<file path="src/rtl/assert_macros.svh">
// assertion macros included by the top level rtl file
`ifndef ASSERT_MACROS_SVH
`define ASSERT_MACROS_SVH

// condition implies expression in the same cycle, checked on clk, off in reset
`define ASSERT_IMPLY(label, cond, expr, msg) \
	label: assert property (@(posedge clk) disable iff (!arst_n) (cond) |-> (expr)) \
		else $error(msg);

// condition implies expression in the next cycle
`define ASSERT_NEXT(label, cond, expr, msg) \
	label: assert property (@(posedge clk) disable iff (!arst_n) (cond) |=> (expr)) \
		else $error(msg);

`endif

</file>
<file path="src/rtl/ohash_pkg.sv">
// package: types, widths and codes of the open addressing hash table
`default_nettype none

package ohash_pkg;

	localparam int TABLE_DEPTH = 64;
	localparam int ADDR_W      = $clog2(TABLE_DEPTH);
	localparam int KEY_W       = 31;
	localparam int SIZE_W      = 7;
	localparam int MARK_W      = 2;
	localparam int ENTRY_W     = MARK_W + KEY_W;
	localparam int CFG_IDX_W   = 1;
	localparam int CFG_DATA_W  = SIZE_W;
	localparam int BCNT_W      = $clog2(KEY_W);
	localparam int R7_W        = 3;

	// second hash divisor
	localparam logic [R7_W-1:0] HASH_PRIME = 3'd7;

	// configuration register indexes
	localparam logic [CFG_IDX_W-1:0] REG_PROBE_MODE = 1'b0;
	localparam logic [CFG_IDX_W-1:0] REG_TABLE_SIZE = 1'b1;

	// probe modes
	localparam logic [1:0] MODE_LINEAR = 2'd0;
	localparam logic [1:0] MODE_QUAD   = 2'd1;
	localparam logic [1:0] MODE_DOUBLE = 2'd2;

	typedef enum logic [1:0] {
		MARK_EMPTY = 2'd0,
		MARK_USED  = 2'd1,
		MARK_DEL   = 2'd2
	} mark_t;

	typedef enum logic [1:0] {
		ACT_INSERT = 2'd0,
		ACT_DELETE = 2'd1,
		ACT_FIND   = 2'd2,
		ACT_DUMP   = 2'd3
	} action_t;

	typedef enum logic [2:0] {
		STAT_INSERTED  = 3'd0,
		STAT_EXISTS    = 3'd1,
		STAT_FULL      = 3'd2,
		STAT_DELETED   = 3'd3,
		STAT_ABSENT    = 3'd4,
		STAT_FOUND     = 3'd5,
		STAT_NOT_FOUND = 3'd6,
		STAT_DUMP      = 3'd7
	} status_t;

	typedef enum logic [2:0] {
		S_IDLE,
		S_DIV,
		S_REDC,
		S_RD,
		S_CHK,
		S_DRD,
		S_DCHK
	} state_t;

endpackage

`default_nettype wire

</file>
<file path="src/rtl/ohash_ram.sv">
// generic single port write, registered read ram
`default_nettype none

module ohash_ram #(
	parameter int WIDTH = 33,
	parameter int DEPTH = 64,
	localparam int AddrW = $clog2(DEPTH)
) (
	input  wire logic             clk,
	input  wire logic             we,
	input  wire logic [AddrW-1:0] waddr,
	input  wire logic [WIDTH-1:0] wdata,
	input  wire logic             re,
	input  wire logic [AddrW-1:0] raddr,
	output logic      [WIDTH-1:0] rdata
);

	logic [WIDTH-1:0] mem_q [DEPTH];

	always_ff @(posedge clk) begin
		if (we) begin
			mem_q[waddr] <= wdata;
		end
		if (re) begin
			rdata <= mem_q[raddr];
		end
	end

endmodule

`default_nettype wire

</file>
<file path="src/rtl/ohash_modstep.sv">
// shared compare-subtract unit: one restoring division step against the table size
`default_nettype none

module ohash_modstep (
	input  wire logic [ohash_pkg::SIZE_W-1:0] a,
	input  wire logic [ohash_pkg::SIZE_W-1:0] modulus,
	input  wire logic [ohash_pkg::R7_W-1:0]   r7_in,
	input  wire logic                         bit_in,
	output logic      [ohash_pkg::SIZE_W-1:0] res,
	output logic      [ohash_pkg::R7_W-1:0]   r7_out
);

	logic [ohash_pkg::R7_W:0] t7;

	// one subtract reduces a only when a is below twice the modulus
	assign res = (a >= modulus) ? (a - modulus) : a;

	// running key mod 7, one key bit per step
	assign t7     = {r7_in, bit_in};
	assign r7_out = (t7 >= {1'b0, ohash_pkg::HASH_PRIME})
		? ohash_pkg::R7_W'(t7 - {1'b0, ohash_pkg::HASH_PRIME})
		: ohash_pkg::R7_W'(t7);

endmodule

`default_nettype wire

</file>
<file path="src/rtl/open_addressing_hash_table.sv">
// top level: open addressing hash table with linear, quadratic and double hash probing
`default_nettype none

// request channel: req_valid/req_stall carry action and key; a transfer happens when
// req_valid is high and req_stall is low. req_stall is high from the transfer until the
// item's last result is loaded into the response register.
// response channel: rsp_valid/rsp_stall carry status, slot, value and last; the response
// register holds its payload while rsp_stall is high and the sequencer waits on it.
// config: cfg_we writes probe_mode (index 0) or table_size (index 1); the user must write
// only while idle, the block itself does not enforce it. insert, delete, find: key mod
// size (one quotient bit per cycle in the shared compare-subtract unit), then reducing
// the probe increment below the table size, then probes, each a ram read and then a
// check, up to the effective table size in probes; one result. dump: every slot up to
// the effective table size is read, then checked; one result per slot, last on the final
// one. the registered memory read port sets this read-then-check step of probe and dump.
// reset: probe_mode linear, table_size 64, all slots empty through per-slot valid
// bits, so there is no clearing pass and the block takes requests right away.
`include "assert_macros.svh"

module open_addressing_hash_table (
	input  wire logic                                clk,
	input  wire logic                                arst_n,
	// configuration port
	input  wire logic                                cfg_we,
	input  wire logic [ohash_pkg::CFG_IDX_W-1:0]     cfg_index,
	input  wire logic [ohash_pkg::CFG_DATA_W-1:0]    cfg_data,
	// request channel
	input  wire logic                                req_valid,
	output logic                                     req_stall,
	input  wire logic [1:0]                          action,
	input  wire logic [ohash_pkg::KEY_W-1:0]         key,
	// response channel
	output logic                                     rsp_valid,
	input  wire logic                                rsp_stall,
	output logic [2:0]                               status,
	output logic [ohash_pkg::ADDR_W-1:0]             slot,
	output logic [ohash_pkg::KEY_W-1:0]              value,
	output logic                                     last
);

	// sequencer
	ohash_pkg::state_t state_q, state_d;

	// configuration
	logic [1:0]                   probe_mode_q;
	logic [ohash_pkg::SIZE_W-1:0] table_size_q;
	logic [ohash_pkg::SIZE_W-1:0] size_eff;

	// item registers
	ohash_pkg::action_t            action_q;
	logic [ohash_pkg::KEY_W-1:0]   key_q;
	logic [ohash_pkg::BCNT_W-1:0]  bcnt_q;
	logic [ohash_pkg::ADDR_W-1:0]  rem_q;
	logic [ohash_pkg::R7_W-1:0]    r7_q;
	logic [ohash_pkg::ADDR_W-1:0]  cm_q;
	logic [ohash_pkg::ADDR_W-1:0]  cur_q;
	logic [ohash_pkg::SIZE_W-1:0]  pcnt_q;
	logic                          free_found_q;
	logic [ohash_pkg::ADDR_W-1:0]  free_slot_q;
	logic [ohash_pkg::ADDR_W-1:0]  dcnt_q;
	logic [ohash_pkg::TABLE_DEPTH-1:0] vld_q;

	// response register
	logic                          rsp_valid_q;
	ohash_pkg::status_t            status_q;
	logic [ohash_pkg::ADDR_W-1:0]  slot_q;
	logic [ohash_pkg::KEY_W-1:0]   value_q;
	logic                          last_q;

	// shared unit
	logic [ohash_pkg::SIZE_W-1:0]  unit_a;
	logic [ohash_pkg::SIZE_W-1:0]  unit_res;
	logic [ohash_pkg::R7_W-1:0]    unit_r7;

	// ram
	logic                          ram_we;
	logic [ohash_pkg::ADDR_W-1:0]  ram_waddr;
	logic [ohash_pkg::ENTRY_W-1:0] ram_wdata;
	logic                          ram_re;
	logic [ohash_pkg::ADDR_W-1:0]  ram_raddr;
	logic [ohash_pkg::ENTRY_W-1:0] ram_rdata;

	// probe check
	logic [ohash_pkg::ADDR_W-1:0]  rd_idx;
	ohash_pkg::mark_t              rd_mark;
	logic [ohash_pkg::KEY_W-1:0]   rd_key;
	logic                          rd_used;
	logic                          hit;
	logic                          stop_empty;
	logic                          probes_done;
	logic                          chk_term;
	logic                          free_now;
	logic [ohash_pkg::ADDR_W-1:0]  free_slot_now;
	logic                          dump_last;
	logic                          out_free;
	logic [ohash_pkg::ADDR_W-1:0]  cm_init;
	logic [ohash_pkg::SIZE_W-1:0]  quad_t;
	logic [ohash_pkg::ADDR_W-1:0]  quad_next;
	logic                          req_xfer;

	// output load
	logic                          out_load;
	ohash_pkg::status_t            out_status;
	logic [ohash_pkg::ADDR_W-1:0]  out_slot;
	logic [ohash_pkg::KEY_W-1:0]   out_value;
	logic                          out_last;
	logic                          vld_set;
	logic                          vld_clr;

	// table size 0 acts as 1, above the depth acts as the depth
	always_comb begin
		if (table_size_q == '0) begin
			size_eff = ohash_pkg::SIZE_W'(1);
		end else if (table_size_q > ohash_pkg::SIZE_W'(ohash_pkg::TABLE_DEPTH)) begin
			size_eff = ohash_pkg::SIZE_W'(ohash_pkg::TABLE_DEPTH);
		end else begin
			size_eff = table_size_q;
		end
	end

	assign req_stall = (state_q != ohash_pkg::S_IDLE);
	assign req_xfer  = req_valid && !req_stall;
	assign out_free  = !rsp_valid_q || !rsp_stall;

	// shared compare-subtract unit, operand picked by the sequencer
	always_comb begin
		unique case (state_q)
			ohash_pkg::S_DIV:  unit_a = {rem_q, key_q[bcnt_q]};
			ohash_pkg::S_REDC: unit_a = {1'b0, cm_q};
			default:           unit_a = {1'b0, cur_q} + {1'b0, cm_q};
		endcase
	end

	ohash_modstep u_modstep (
		.a       (unit_a),
		.modulus (size_eff),
		.r7_in   (r7_q),
		.bit_in  (key_q[bcnt_q]),
		.res     (unit_res),
		.r7_out  (unit_r7)
	);

	// first increment: 1 for linear and quadratic, 7 - key mod 7 for double hashing
	always_comb begin
		if (probe_mode_q == ohash_pkg::MODE_DOUBLE) begin
			cm_init = ohash_pkg::ADDR_W'(ohash_pkg::HASH_PRIME - unit_r7);
		end else begin
			cm_init = ohash_pkg::ADDR_W'(1);
		end
	end

	// quadratic increment grows by 2 each probe, kept reduced
	assign quad_t = {1'b0, cm_q} + ohash_pkg::SIZE_W'(2);
	always_comb begin
		if (size_eff == ohash_pkg::SIZE_W'(1)) begin
			quad_next = '0;
		end else if (quad_t >= size_eff) begin
			quad_next = ohash_pkg::ADDR_W'(quad_t - size_eff);
		end else begin
			quad_next = ohash_pkg::ADDR_W'(quad_t);
		end
	end

	// slot content of the last read; a slot never written reads as empty
	assign rd_idx  = (state_q == ohash_pkg::S_DCHK) ? dcnt_q : cur_q;
	assign rd_mark = vld_q[rd_idx]
		? ohash_pkg::mark_t'(ram_rdata[ohash_pkg::ENTRY_W-1 -: ohash_pkg::MARK_W])
		: ohash_pkg::MARK_EMPTY;
	assign rd_key  = ram_rdata[ohash_pkg::KEY_W-1:0];
	assign rd_used = (rd_mark == ohash_pkg::MARK_USED);

	assign hit           = rd_used && (rd_key == key_q);
	assign stop_empty    = !rd_used && (rd_mark != ohash_pkg::MARK_DEL);
	assign probes_done   = (pcnt_q + ohash_pkg::SIZE_W'(1)) == size_eff;
	assign chk_term      = hit || stop_empty || probes_done;
	assign free_now      = free_found_q || !rd_used;
	assign free_slot_now = free_found_q ? free_slot_q : cur_q;
	assign dump_last     = ({1'b0, dcnt_q} + ohash_pkg::SIZE_W'(1)) == size_eff;

	// next state
	always_comb begin
		state_d = state_q;
		unique case (state_q)
			ohash_pkg::S_IDLE: begin
				if (req_xfer) begin
					state_d = (ohash_pkg::action_t'(action) == ohash_pkg::ACT_DUMP)
						? ohash_pkg::S_DRD : ohash_pkg::S_DIV;
				end
			end
			ohash_pkg::S_DIV: begin
				if (bcnt_q == '0) begin
					state_d = ohash_pkg::S_REDC;
				end
			end
			ohash_pkg::S_REDC: begin
				if (unit_res < size_eff) begin
					state_d = ohash_pkg::S_RD;
				end
			end
			ohash_pkg::S_RD: begin
				state_d = ohash_pkg::S_CHK;
			end
			ohash_pkg::S_CHK: begin
				if (!chk_term) begin
					state_d = ohash_pkg::S_RD;
				end else if (out_free) begin
					state_d = ohash_pkg::S_IDLE;
				end
			end
			ohash_pkg::S_DRD: begin
				state_d = ohash_pkg::S_DCHK;
			end
			ohash_pkg::S_DCHK: begin
				if (out_free) begin
					state_d = dump_last ? ohash_pkg::S_IDLE : ohash_pkg::S_DRD;
				end
			end
			default: begin
				state_d = ohash_pkg::S_IDLE;
			end
		endcase
	end

	// outputs of the sequencer: ram port, valid bits, response load
	always_comb begin
		ram_re     = 1'b0;
		ram_raddr  = cur_q;
		ram_we     = 1'b0;
		ram_waddr  = free_slot_now;
		ram_wdata  = {ohash_pkg::MARK_USED, key_q};
		vld_set    = 1'b0;
		vld_clr    = 1'b0;
		out_load   = 1'b0;
		out_status = ohash_pkg::STAT_NOT_FOUND;
		out_slot   = '0;
		out_value  = key_q;
		out_last   = 1'b1;
		unique case (state_q)
			ohash_pkg::S_RD: begin
				ram_re    = 1'b1;
				ram_raddr = cur_q;
			end
			ohash_pkg::S_DRD: begin
				ram_re    = 1'b1;
				ram_raddr = dcnt_q;
			end
			ohash_pkg::S_CHK: begin
				if (chk_term && out_free) begin
					out_load = 1'b1;
					unique case (action_q)
						ohash_pkg::ACT_INSERT: begin
							if (hit) begin
								out_status = ohash_pkg::STAT_EXISTS;
								out_slot   = cur_q;
							end else if (free_now) begin
								// first free slot on the probe path takes the key
								out_status = ohash_pkg::STAT_INSERTED;
								out_slot   = free_slot_now;
								ram_we     = 1'b1;
								ram_waddr  = free_slot_now;
								ram_wdata  = {ohash_pkg::MARK_USED, key_q};
								vld_set    = 1'b1;
							end else begin
								out_status = ohash_pkg::STAT_FULL;
							end
						end
						ohash_pkg::ACT_DELETE: begin
							if (hit) begin
								// leave a tombstone so later keys stay reachable
								out_status = ohash_pkg::STAT_DELETED;
								out_slot   = cur_q;
								ram_we     = 1'b1;
								ram_waddr  = cur_q;
								ram_wdata  = {ohash_pkg::MARK_DEL, key_q};
								vld_set    = 1'b1;
							end else begin
								out_status = ohash_pkg::STAT_ABSENT;
							end
						end
						default: begin
							if (hit) begin
								out_status = ohash_pkg::STAT_FOUND;
								out_slot   = cur_q;
							end else begin
								out_status = ohash_pkg::STAT_NOT_FOUND;
							end
						end
					endcase
				end
			end
			ohash_pkg::S_DCHK: begin
				if (out_free) begin
					out_load   = 1'b1;
					out_status = ohash_pkg::STAT_DUMP;
					out_slot   = dcnt_q;
					out_value  = rd_used ? rd_key : '0;
					out_last   = dump_last;
					// tombstones become empty by dropping the valid bit
					vld_clr    = !rd_used;
				end
			end
			default: begin
			end
		endcase
	end

	ohash_ram #(
		.WIDTH (ohash_pkg::ENTRY_W),
		.DEPTH (ohash_pkg::TABLE_DEPTH)
	) u_slots (
		.clk   (clk),
		.we    (ram_we),
		.waddr (ram_waddr),
		.wdata (ram_wdata),
		.re    (ram_re),
		.raddr (ram_raddr),
		.rdata (ram_rdata)
	);

	// control registers
	always_ff @(posedge clk or negedge arst_n) begin
		if (!arst_n) begin
			state_q      <= ohash_pkg::S_IDLE;
			probe_mode_q <= ohash_pkg::MODE_LINEAR;
			table_size_q <= ohash_pkg::SIZE_W'(ohash_pkg::TABLE_DEPTH);
			vld_q        <= '0;
			rsp_valid_q  <= 1'b0;
		end else begin
			state_q <= state_d;
			if (cfg_we) begin
				unique case (cfg_index)
					ohash_pkg::REG_PROBE_MODE: probe_mode_q <= cfg_data[1:0];
					ohash_pkg::REG_TABLE_SIZE: table_size_q <= cfg_data;
					default: begin
					end
				endcase
			end
			if (vld_set) begin
				vld_q[ram_waddr] <= 1'b1;
			end else if (vld_clr) begin
				vld_q[dcnt_q] <= 1'b0;
			end
			if (out_load) begin
				rsp_valid_q <= 1'b1;
			end else if (!rsp_stall) begin
				rsp_valid_q <= 1'b0;
			end
		end
	end

	// datapath registers
	always_ff @(posedge clk) begin
		if (out_load) begin
			status_q <= out_status;
			slot_q   <= out_slot;
			value_q  <= out_value;
			last_q   <= out_last;
		end
		case (state_q)
			ohash_pkg::S_IDLE: begin
				action_q     <= ohash_pkg::action_t'(action);
				key_q        <= key;
				bcnt_q       <= ohash_pkg::BCNT_W'(ohash_pkg::KEY_W - 1);
				rem_q        <= '0;
				r7_q         <= '0;
				dcnt_q       <= '0;
				pcnt_q       <= '0;
				free_found_q <= 1'b0;
			end
			ohash_pkg::S_DIV: begin
				// key mod size, msb first
				rem_q  <= ohash_pkg::ADDR_W'(unit_res);
				r7_q   <= unit_r7;
				bcnt_q <= bcnt_q - ohash_pkg::BCNT_W'(1);
				if (bcnt_q == '0) begin
					cur_q <= ohash_pkg::ADDR_W'(unit_res);
					cm_q  <= cm_init;
				end
			end
			ohash_pkg::S_REDC: begin
				cm_q <= ohash_pkg::ADDR_W'(unit_res);
			end
			ohash_pkg::S_CHK: begin
				if (!chk_term) begin
					pcnt_q <= pcnt_q + ohash_pkg::SIZE_W'(1);
					cur_q  <= ohash_pkg::ADDR_W'(unit_res);
					if (probe_mode_q == ohash_pkg::MODE_QUAD) begin
						cm_q <= quad_next;
					end
					if (!free_found_q && !rd_used) begin
						free_found_q <= 1'b1;
						free_slot_q  <= cur_q;
					end
				end
			end
			ohash_pkg::S_DCHK: begin
				if (out_free) begin
					dcnt_q <= dcnt_q + ohash_pkg::ADDR_W'(1);
				end
			end
			default: begin
			end
		endcase
	end

	assign rsp_valid = rsp_valid_q;
	assign status    = status_q;
	assign slot      = slot_q;
	assign value     = value_q;
	assign last      = last_q;

	// probe increment stays reduced below the table size while probing
	`ASSERT_IMPLY(a_cm_reduced, (state_q == ohash_pkg::S_RD || state_q == ohash_pkg::S_CHK), ({1'b0, cm_q} < size_eff), "probe increment not reduced")
	// probed slot always lies inside the table in use
	`ASSERT_IMPLY(a_cur_in_table, (state_q == ohash_pkg::S_RD || state_q == ohash_pkg::S_CHK), ({1'b0, cur_q} < size_eff), "probe slot outside table")
	// every result other than a dump entry ends its item
	`ASSERT_IMPLY(a_single_last, (rsp_valid_q && status_q != ohash_pkg::STAT_DUMP), last_q, "single result without last")
	// the final dump entry returns the sequencer to idle
	`ASSERT_NEXT(a_dump_done, (state_q == ohash_pkg::S_DCHK && out_load && out_last), (state_q == ohash_pkg::S_IDLE), "dump did not finish")

endmodule

`default_nettype wire

</file>
<file path="config.mk">
export PLATFORM = sky130hd
export DESIGN_NAME = open_addressing_hash_table
export DESIGN_NICKNAME = d
export VERILOG_FILES = /design/src/rtl/ohash_pkg.sv /design/src/rtl/ohash_ram.sv /design/src/rtl/ohash_modstep.sv /design/src/rtl/open_addressing_hash_table.sv
export VERILOG_INCLUDE_DIRS = /design/src /design/src/rtl
export SDC_FILE = /design/constraint.sdc
export NUM_CORES = 2
export LEC_CHECK = 0
export BUFFER_PORTS_ARGS = -buffer_cell sky130_fd_sc_hd__buf_2
export CAP_MARGIN = 20
export CORE_ASPECT_RATIO = 1.4
export CORE_MARGIN = 2
export CORE_UTILIZATION = 65
export CTS_BUF_LIST = sky130_fd_sc_hd__clkbuf_2
export DETAILED_ROUTE_END_ITERATION = 12
export GPL_TIMING_DRIVEN = 0
export PLACE_DENSITY = 0.81
export SYNTH_ARGS = -nofsm -noshare
export SYNTH_HDL_FRONTEND = slang
export SYNTH_SLANG_ARGS = --single-unit
</file>
<file path="constraint.sdc">
create_clock -name clk -period 12.5 [get_ports clk]
set_clock_uncertainty 0.05 [all_clocks]
set_input_delay 1.875 -clock clk [delete_from_list [all_inputs] [get_ports clk]]
set_output_delay 1.875 -clock clk [all_outputs]
set_load 0.01 [all_outputs]
</file>
# After elaboration in Yosys (flattened, before gate mapping)
# Memory sizes are Yosys's and may differ from the RTL's. A register that Yosys moved wholly into a read port is not among the register bits.
# Cells that the tools add are included.
[word_totals]
register_bits = 197
mem_bits_rw = 2112
input_bits = 46
output_inout_bits = 43
wordCells = 200
n_memories = 1
[classes]
n_addsub = 10
order_cmp = 11
eq_ne = 25
n_mux = 90
bitwise_logic = 5
n_reduce_logical = 38
[mem_list]
columns = ["name", "words", "width", "read_ports", "rd_ports_with_merged_regs", "wr", "line", "source"]
rows = [
  ["u_slots.mem_q", 64, 33, 1, 1, 1, "ohash_ram.sv:18", "logic [WIDTH-1:0] mem_q [DEPTH];"],
]
[ops]
columns = ["cell", "n"]
rows = [
  ["$mux W33", 4],
  ["$mux W6", 22],
  ["$mux W64", 2],
  ["$mux W31", 3],
  ["$and A64 B64 Y64", 1],
  ["$not A64 Y64", 1],
  ["$or A64 B64 Y64", 1],
  ["$pmux W6 S2", 4],
  ["$mux W3", 11],
  ["$eq A31 B31 Y1", 1],
  ["$mux W7", 4],
  ["$pmux W7 S2", 2],
  ["$lt A6 B7 Y1 const B", 3],
  ["$mux W1", 21],
  ["$pmux W3 S7", 1],
  ["$pmux W3 S2", 3],
  ["$pmux W6 S3", 1],
  ["$ne A2 B2 Y1 const B", 8],
  ["$eq A7 B7 Y1", 2],
  ["$ge A7 B7 Y1", 2],
  ["$demux W1 S6", 2],
  ["$ge A6 B1 Y1 const B", 2],
  ["$pmux W5 S2", 1],
  ["$reduce_and A2 Y1", 5],
  ["40 further kinds", 72],
]

# Longest topological paths before layout
[depth]
ltp_word = 19
mapped_depth = 25
ltp_nobuf = 24

# Hierarchy
# From an unflattened synthesis, not the netlist that was laid out.
[unflattened]
hier_cells = 4817
area_unflattened_um2 = 93821.2
[by_module_without_submodules]
columns = ["module", "n_inst", "cells_each", "area_per_inst_um2", "seq_area_each_um2"]
rows = [
  ["ohash_ram", 1, 3610, 81424.3, 64411.8],
  ["open_addressing_hash_table", 1, 1132, 11830.1, 5531.6],
  ["ohash_modstep", 1, 75, 566.8, 0.0],
]

# Least setup slack after synthesis
# OpenSTA, ideal clock, no wires.
[synth_path]
path_type = "register -> register"
from = "reg state_q[0]"
to = "mem u_slots.mem_q[48][0] (enable)"
setup_time_ns = 0.464
t_arrival_ns = 8.547
required_ns = 11.986
path_slack_ns = 3.438
stages_incl_launch_ff = 21
n_path_buf = 3
period_less_slack_ns = 9.062
cell_sequence = "dfrtp_1 clkbuf_1 nand3b_1 mux2i_1 buf_2 mux2i_1 a22o_1 o21ai_0 o311ai_0 nor4b_1 a31o_2 ha_1 nand4_1 or4_4 nor4_4 and3_1 inv_1 a21oi_4 a31oi_1 buf_2 nor3_1"
[synth_between]
elab_chain_len = 15
elab_cells_between_ends = 27
cone_classes = "eq/ne: 4; mux: 16; reduce/logical: 7"
[synth_rtl]
columns = ["item", "line", "source"]
rows = [
  ["start: declaration", "open_addressing_hash_table.sv:42", "ohash_pkg::state_t state_q, state_d;"],
  ["start signal: assignment", "open_addressing_hash_table.sv:323", "state_q <= ohash_pkg::S_IDLE;"],
  ["start signal: assignment", "open_addressing_hash_table.sv:329", "state_q <= state_d;"],
  ["$eq A3 B3 Y1", "open_addressing_hash_table.sv:165", "assign rd_idx = (state_q == ohash_pkg::S_DCHK) ? dcnt_q : cur_q;"],
  ["$mux W6", "open_addressing_hash_table.sv:165", ""],
  ["$bmux W1 S6", "open_addressing_hash_table.sv:166", "assign rd_mark = vld_q[rd_idx]"],
  ["$mux W1 (implied by the code)", "open_addressing_hash_table.sv:166", ""],
  ["$mux W2", "open_addressing_hash_table.sv:167", "? ohash_pkg::mark_t'(ram_rdata[ohash_pkg::ENTRY_W-1 -: ohash_pkg::MARK_W])"],
  ["$eq A2 B1 Y1", "open_addressing_hash_table.sv:170", "assign rd_used = (rd_mark == ohash_pkg::MARK_USED);"],
  ["$logic_not A1 Y1", "open_addressing_hash_table.sv:173, open_addressing_hash_table.sv:176", ""],
  ["$logic_or A1 B1 Y1 / $logic_and A1 B1 Y1 (equally long branches)", "open_addressing_hash_table.sv:176, open_addressing_hash_table.sv:173", ""],
  ["$mux W1 / $logic_or A1 B1 Y1 (equally long branches)", "open_addressing_hash_table.sv:255, open_addressing_hash_table.sv:175", ""],
  ["$mux W1 / $logic_or A1 B1 Y1 (equally long branches)", "open_addressing_hash_table.sv:252, open_addressing_hash_table.sv:175", ""],
  ["$pmux W1 S2 / $logic_and A1 B1 Y1 (equally long branches)", "open_addressing_hash_table.sv:250, open_addressing_hash_table.sv:248", ""],
  ["$mux W1", "open_addressing_hash_table.sv:248", "if (chk_term && out_free) begin"],
  ["$mux W1", "open_addressing_hash_table.sv:238", "unique case (state_q)"],
  ["$mux W1", "ohash_ram.sv:21", "if (we) begin"],
  ["$mux W1 (implied by the code)", "ohash_ram.sv:22", "mem_q[waddr] <= wdata;"],
  ["end: declaration", "ohash_ram.sv:18", ""],
]
# Parallel ways exist; a longest one is shown, timed or not. The select of a mux whose other input is x is not followed.

# Worst setup path in the final report
[layout_path]
from = "reg state_q[0]"
to = "mem u_slots.mem_q[39][8] (enable)"
# Same word-level chain as after synthesis.

==> results.sh <==
export IMPL_combPwrFrac_pct=41.5
export IMPL_core_area_um2=140500
export IMPL_finalSetupViolations=0
export IMPL_async_reset_ff_share_pct=3.288
export IMPL_synth_fp_nets=4533
export IMPL_final_nets=5455
export IMPL_powerDensity_nw_per_um2=239.8
export IMPL_internal_power_w=0.01510
export IMPL_chipHeight_um=448.7
export IMPL_outcome="finished, violations left"
export IMPL_arrival_ns=10.86
export IMPL_cts_buffer_depth=4
export IMPL_path_clk_slew_ns=0.11
export IMPL_die_w_um=321.6
export IMPL_setup_slack_ns=3.016
export IMPL_io_buffers=88
export IMPL_pwr_share_clk_pct=18.9
export IMPL_viasPerCell=7.091
export IMPL_setup_worst_path_end_class="register"
export IMPL_fin_setup_tns_ns=0
export IMPL_p_total_w=0.02496
export IMPL_synth_largest_area_cell="edfxtp_1"
export IMPL_clkLatencyLatePin_ns=1.94
export IMPL_hpwl_mm=177.2
export IMPL_start_kind="register"
export IMPL_cts_max_level=6
export IMPL_maxSlewViolCount=1
export IMPL_cts_tree="done"
export IMPL_drc=0
export IMPL_worst_pin_slew_ns=1.612
export IMPL_syn_to_final_growth_pct=13.36
export IMPL_pre_cts_slack_ns=3.549
export IMPL_ys_seq_area_share_pct=76.19
export IMPL_routed_via_count=53680
export IMPL_violations="slew limit"
export IMPL_max_slew_margin_pct=-7.445
export IMPL_grt_first_pass_wirelength_mm=369.5
export IMPL_groute_usage_overall_pct=36.51
export IMPL_critPathRequiredTime_ns=13.87
export IMPL_synth_top_area_share_pct=74.09
export IMPL_p_sw_share_pct=39.50
export IMPL_cts_sinks=2342
export IMPL_routabilityCongestion=0.9574
export IMPL_p_sw_w=0.009859
export IMPL_max_freq_mhz=105.4
export IMPL_syn_area_um2=91800
export IMPL_route_detailed_wl_per_inst_um=34.45
export IMPL_rsz0062_at_grt="false"
export IMPL_worstPathMaxFanout=26
export IMPL_synth_seq_cells=2342
export IMPL_period_minus_slack_ns=9.484
export IMPL_peakVddDrop_mv=0.1608
export IMPL_fill_cells=7458
export IMPL_num_rows=163
export IMPL_maxCapViolations=0
export IMPL_drtIter0Drc=8667
export IMPL_cts_root_buf="clkbuf_2"
export IMPL_synth_cells=4452
export IMPL_antenna_left=0
export IMPL_dr_pass1_iters=9
export IMPL_die_area_um2=144300
export IMPL_cts_made_buffers=535
export IMPL_timing_final_crit_share_pct=75.87
export IMPL_seq_power_share_pct=39.6
export IMPL_grt_max_degree=65
export IMPL_synth_most_common_cell="edfxtp_1"
export IMPL_final_cells=7570
export IMPL_synth_top_cells_by_area="edfxtp_1, mux4_2, dfrtp_1"
export IMPL_routed_wl_mm=260.8
export IMPL_place_inst=6643
export IMPL_yosysUniqueCellTypes=70
export IMPL_hold_class="in2reg"
export IMPL_drive_above_1_share_pct=33.53
export IMPL_grt_antenna_before_repair=23
export IMPL_crit_type="reg2reg"
export IMPL_initial_core_util_pct=65.33
export IMPL_ys_flop_type="edfxtp_1"
export IMPL_grt_pass1_vias=54000
export IMPL_ctsResizeCount=0
export IMPL_ys_warn_count=0
export IMPL_synth_edf_count=2265
export IMPL_leakage_nw=34.99
export IMPL_postSynthAreaPerCell_um2=20.62
export IMPL_pin_count=89
export IMPL_finalHoldViolations=0
export IMPL_synthTopCellsByCount="edfxtp_1, mux4_2, nand2_1, a22oi_1, clkbuf_1"
export IMPL_grt_overflow_total=0
-- kinds of logic after synthesis --
group / share of synthesized area [%]
multiplexers: 14.01
buffers and inverters: 1.288
XOR/XNOR: 0.6487
flip-flops: 76.19
AND/OR/NAND/NOR: 2.543
AO/OA/AOI/OAI: 4.816
adder cells (fa/ha/maj): 0.5015
-- timing repair --
action,CTS,global route
setup endpoints to repair,0,0
endpoints found under the hold margin,17,0
setup buffers,0,0
hold buffers,2,0
-- path summary, 6_finish.rpt --
kind	startpoint	end	slack, ns	depth (start not counted)
worst max-delay path	state_q[0]	u_slots.mem_q[39][8]	3.02	23
worst min register to register	vld_q[19]	vld_q[19]	0.47	2
worst max register to register	state_q[0]	u_slots.mem_q[39][8]	3.02	23
worst min-delay path	key[18]	key_q[18]	0.12	1
min in group asynchronous	arst_n	vld_q[17]	0.38	2
max in group asynchronous	arst_n	rsp_valid	11.36	3
-- layout make-up --
cell class / instances / area [µm²] / area share, %
Tap cell: 1815 / 2271 / 2.182
Clock inverter: 130 / 703.2 / 0.6757
Inverter: 31 / 116.4 / 0.1118
Buffer: 254 / 1071 / 1.029
Sequential cell: 2342 / 69940 / 67.21
Multi-Input combinational cell: 1825 / 21030 / 20.21
Antenna cell: 22 / 55.05 / 0.05290
Timing Repair Buffer: 385 / 5042 / 4.845
Clock buffer: 766 / 3834 / 3.684
-- registers in the layout, indices dropped and copies added, names as in the netlist --
name	cells
u_slots.mem_q	2112
vld_q	64
u_slots.rdata	33
key_q	31
value	31
pcnt_q	7
table_size_q	7
cm_q	6
cur_q	6
dcnt_q	6
free_slot_q	6
rem_q	6
slot	6
bcnt_q	5
r7_q	3
state_q	3
status	3
action_q	2
probe_mode_q	2
free_found_q	1
last	1
rsp_valid	1
-- stage by stage --
stage | utilization [%] | area (µm²) | hold WS (ns)
floorplan | - | 91800 | 0.4023
global placement | 67.26 | 94520 | 0.4313
detailed placement | 70.72 | 99370 | 0.4431
CTS | 73.96 | 103900 | 0.001628
global route | 74.04 | 104000 | -0.02445
finish | 74.06 | 104100 | 0.1238
-- worst max-delay path, stage by stage, from the launching register on --
cell,delay [ns]
dfrtp_1,0.37
clkbuf_1,0.18
nand3b_1,0.47
mux2i_1,0.54
buf_2,0.42
mux2_2,0.23
o22ai_1,0.07
a221oi_1,0.47
nor2_1,0.08
a211oi_1,0.51
a31o_2,0.24
ha_1,0.27
nand4_1,0.13
or4_4,0.48
nor4_4,0.70
and3_2,0.90
inv_2,0.27
a21oi_4,0.27
a31oi_1,0.32
buf_2,0.40
nor3_2,0.97
buf_6,0.30
buf_6,0.19
buf_6,0.19
-- cells in the final DEF (no fill, tap or decap), types with 18 or more instances in the layout --
| cell | count |
|---|---|
| a21oi_1 | 20 |
| a221oi_1 | 72 |
| a22o_1 | 69 |
| a22oi_1 | 180 |
| buf_1 | 26 |
| buf_16 | 68 |
| buf_2 | 159 |
| buf_4 | 25 |
| buf_6 | 162 |
| buf_8 | 32 |
| clkbuf_1 | 148 |
| clkbuf_2 | 770 |
| clkinv_1 | 92 |
| dfrtp_1 | 76 |
| diode_2 | 22 |
| edfxtp_1 | 2265 |
| ha_1 | 32 |
| inv_1 | 28 |
| mux2_2 | 37 |
| mux2i_1 | 49 |
| mux4_2 | 531 |
| nand2_1 | 197 |
| nand3_1 | 58 |
| nor2_1 | 58 |
| nor3_1 | 18 |
| nor3_2 | 60 |
| o21ai_0 | 151 |
| o221ai_1 | 37 |
| xnor2_1 | 46 |
| xor2_1 | 22 |
-- power by group through the flow --
stage / Clock (W) / Combinational (W) / Sequential, W
floorplan: 0 / 0.00561 / 0.0102
global placement: 0 / 0.00839 / 0.0107
detailed placement: 0 / 0.00982 / 0.0101
CTS: 0.00473 / 0.00992 / 0.00988
global route: 0.00510 / 0.0107 / 0.00991
finish: 0.00472 / 0.0103 / 0.00989
-- routing by layer --
| layer | global-route usage [%] | wire (µm) | part of all wire, % | vias up |
|---|---|---|---|---|
| li1 | - | - | - | 20950 |
| met5 | 0 | 191 | 0.073 | - |
| met2 | 57.28 | 125500 | 48 | 4902 |
| met3 | 11.06 | 33720 | 13 | 1129 |
| met4 | 24.29 | 20890 | 8.0 | 24 |
| met1 | 44.15 | 80530 | 31 | 26670 |
(Power assumes the default switching activity.)
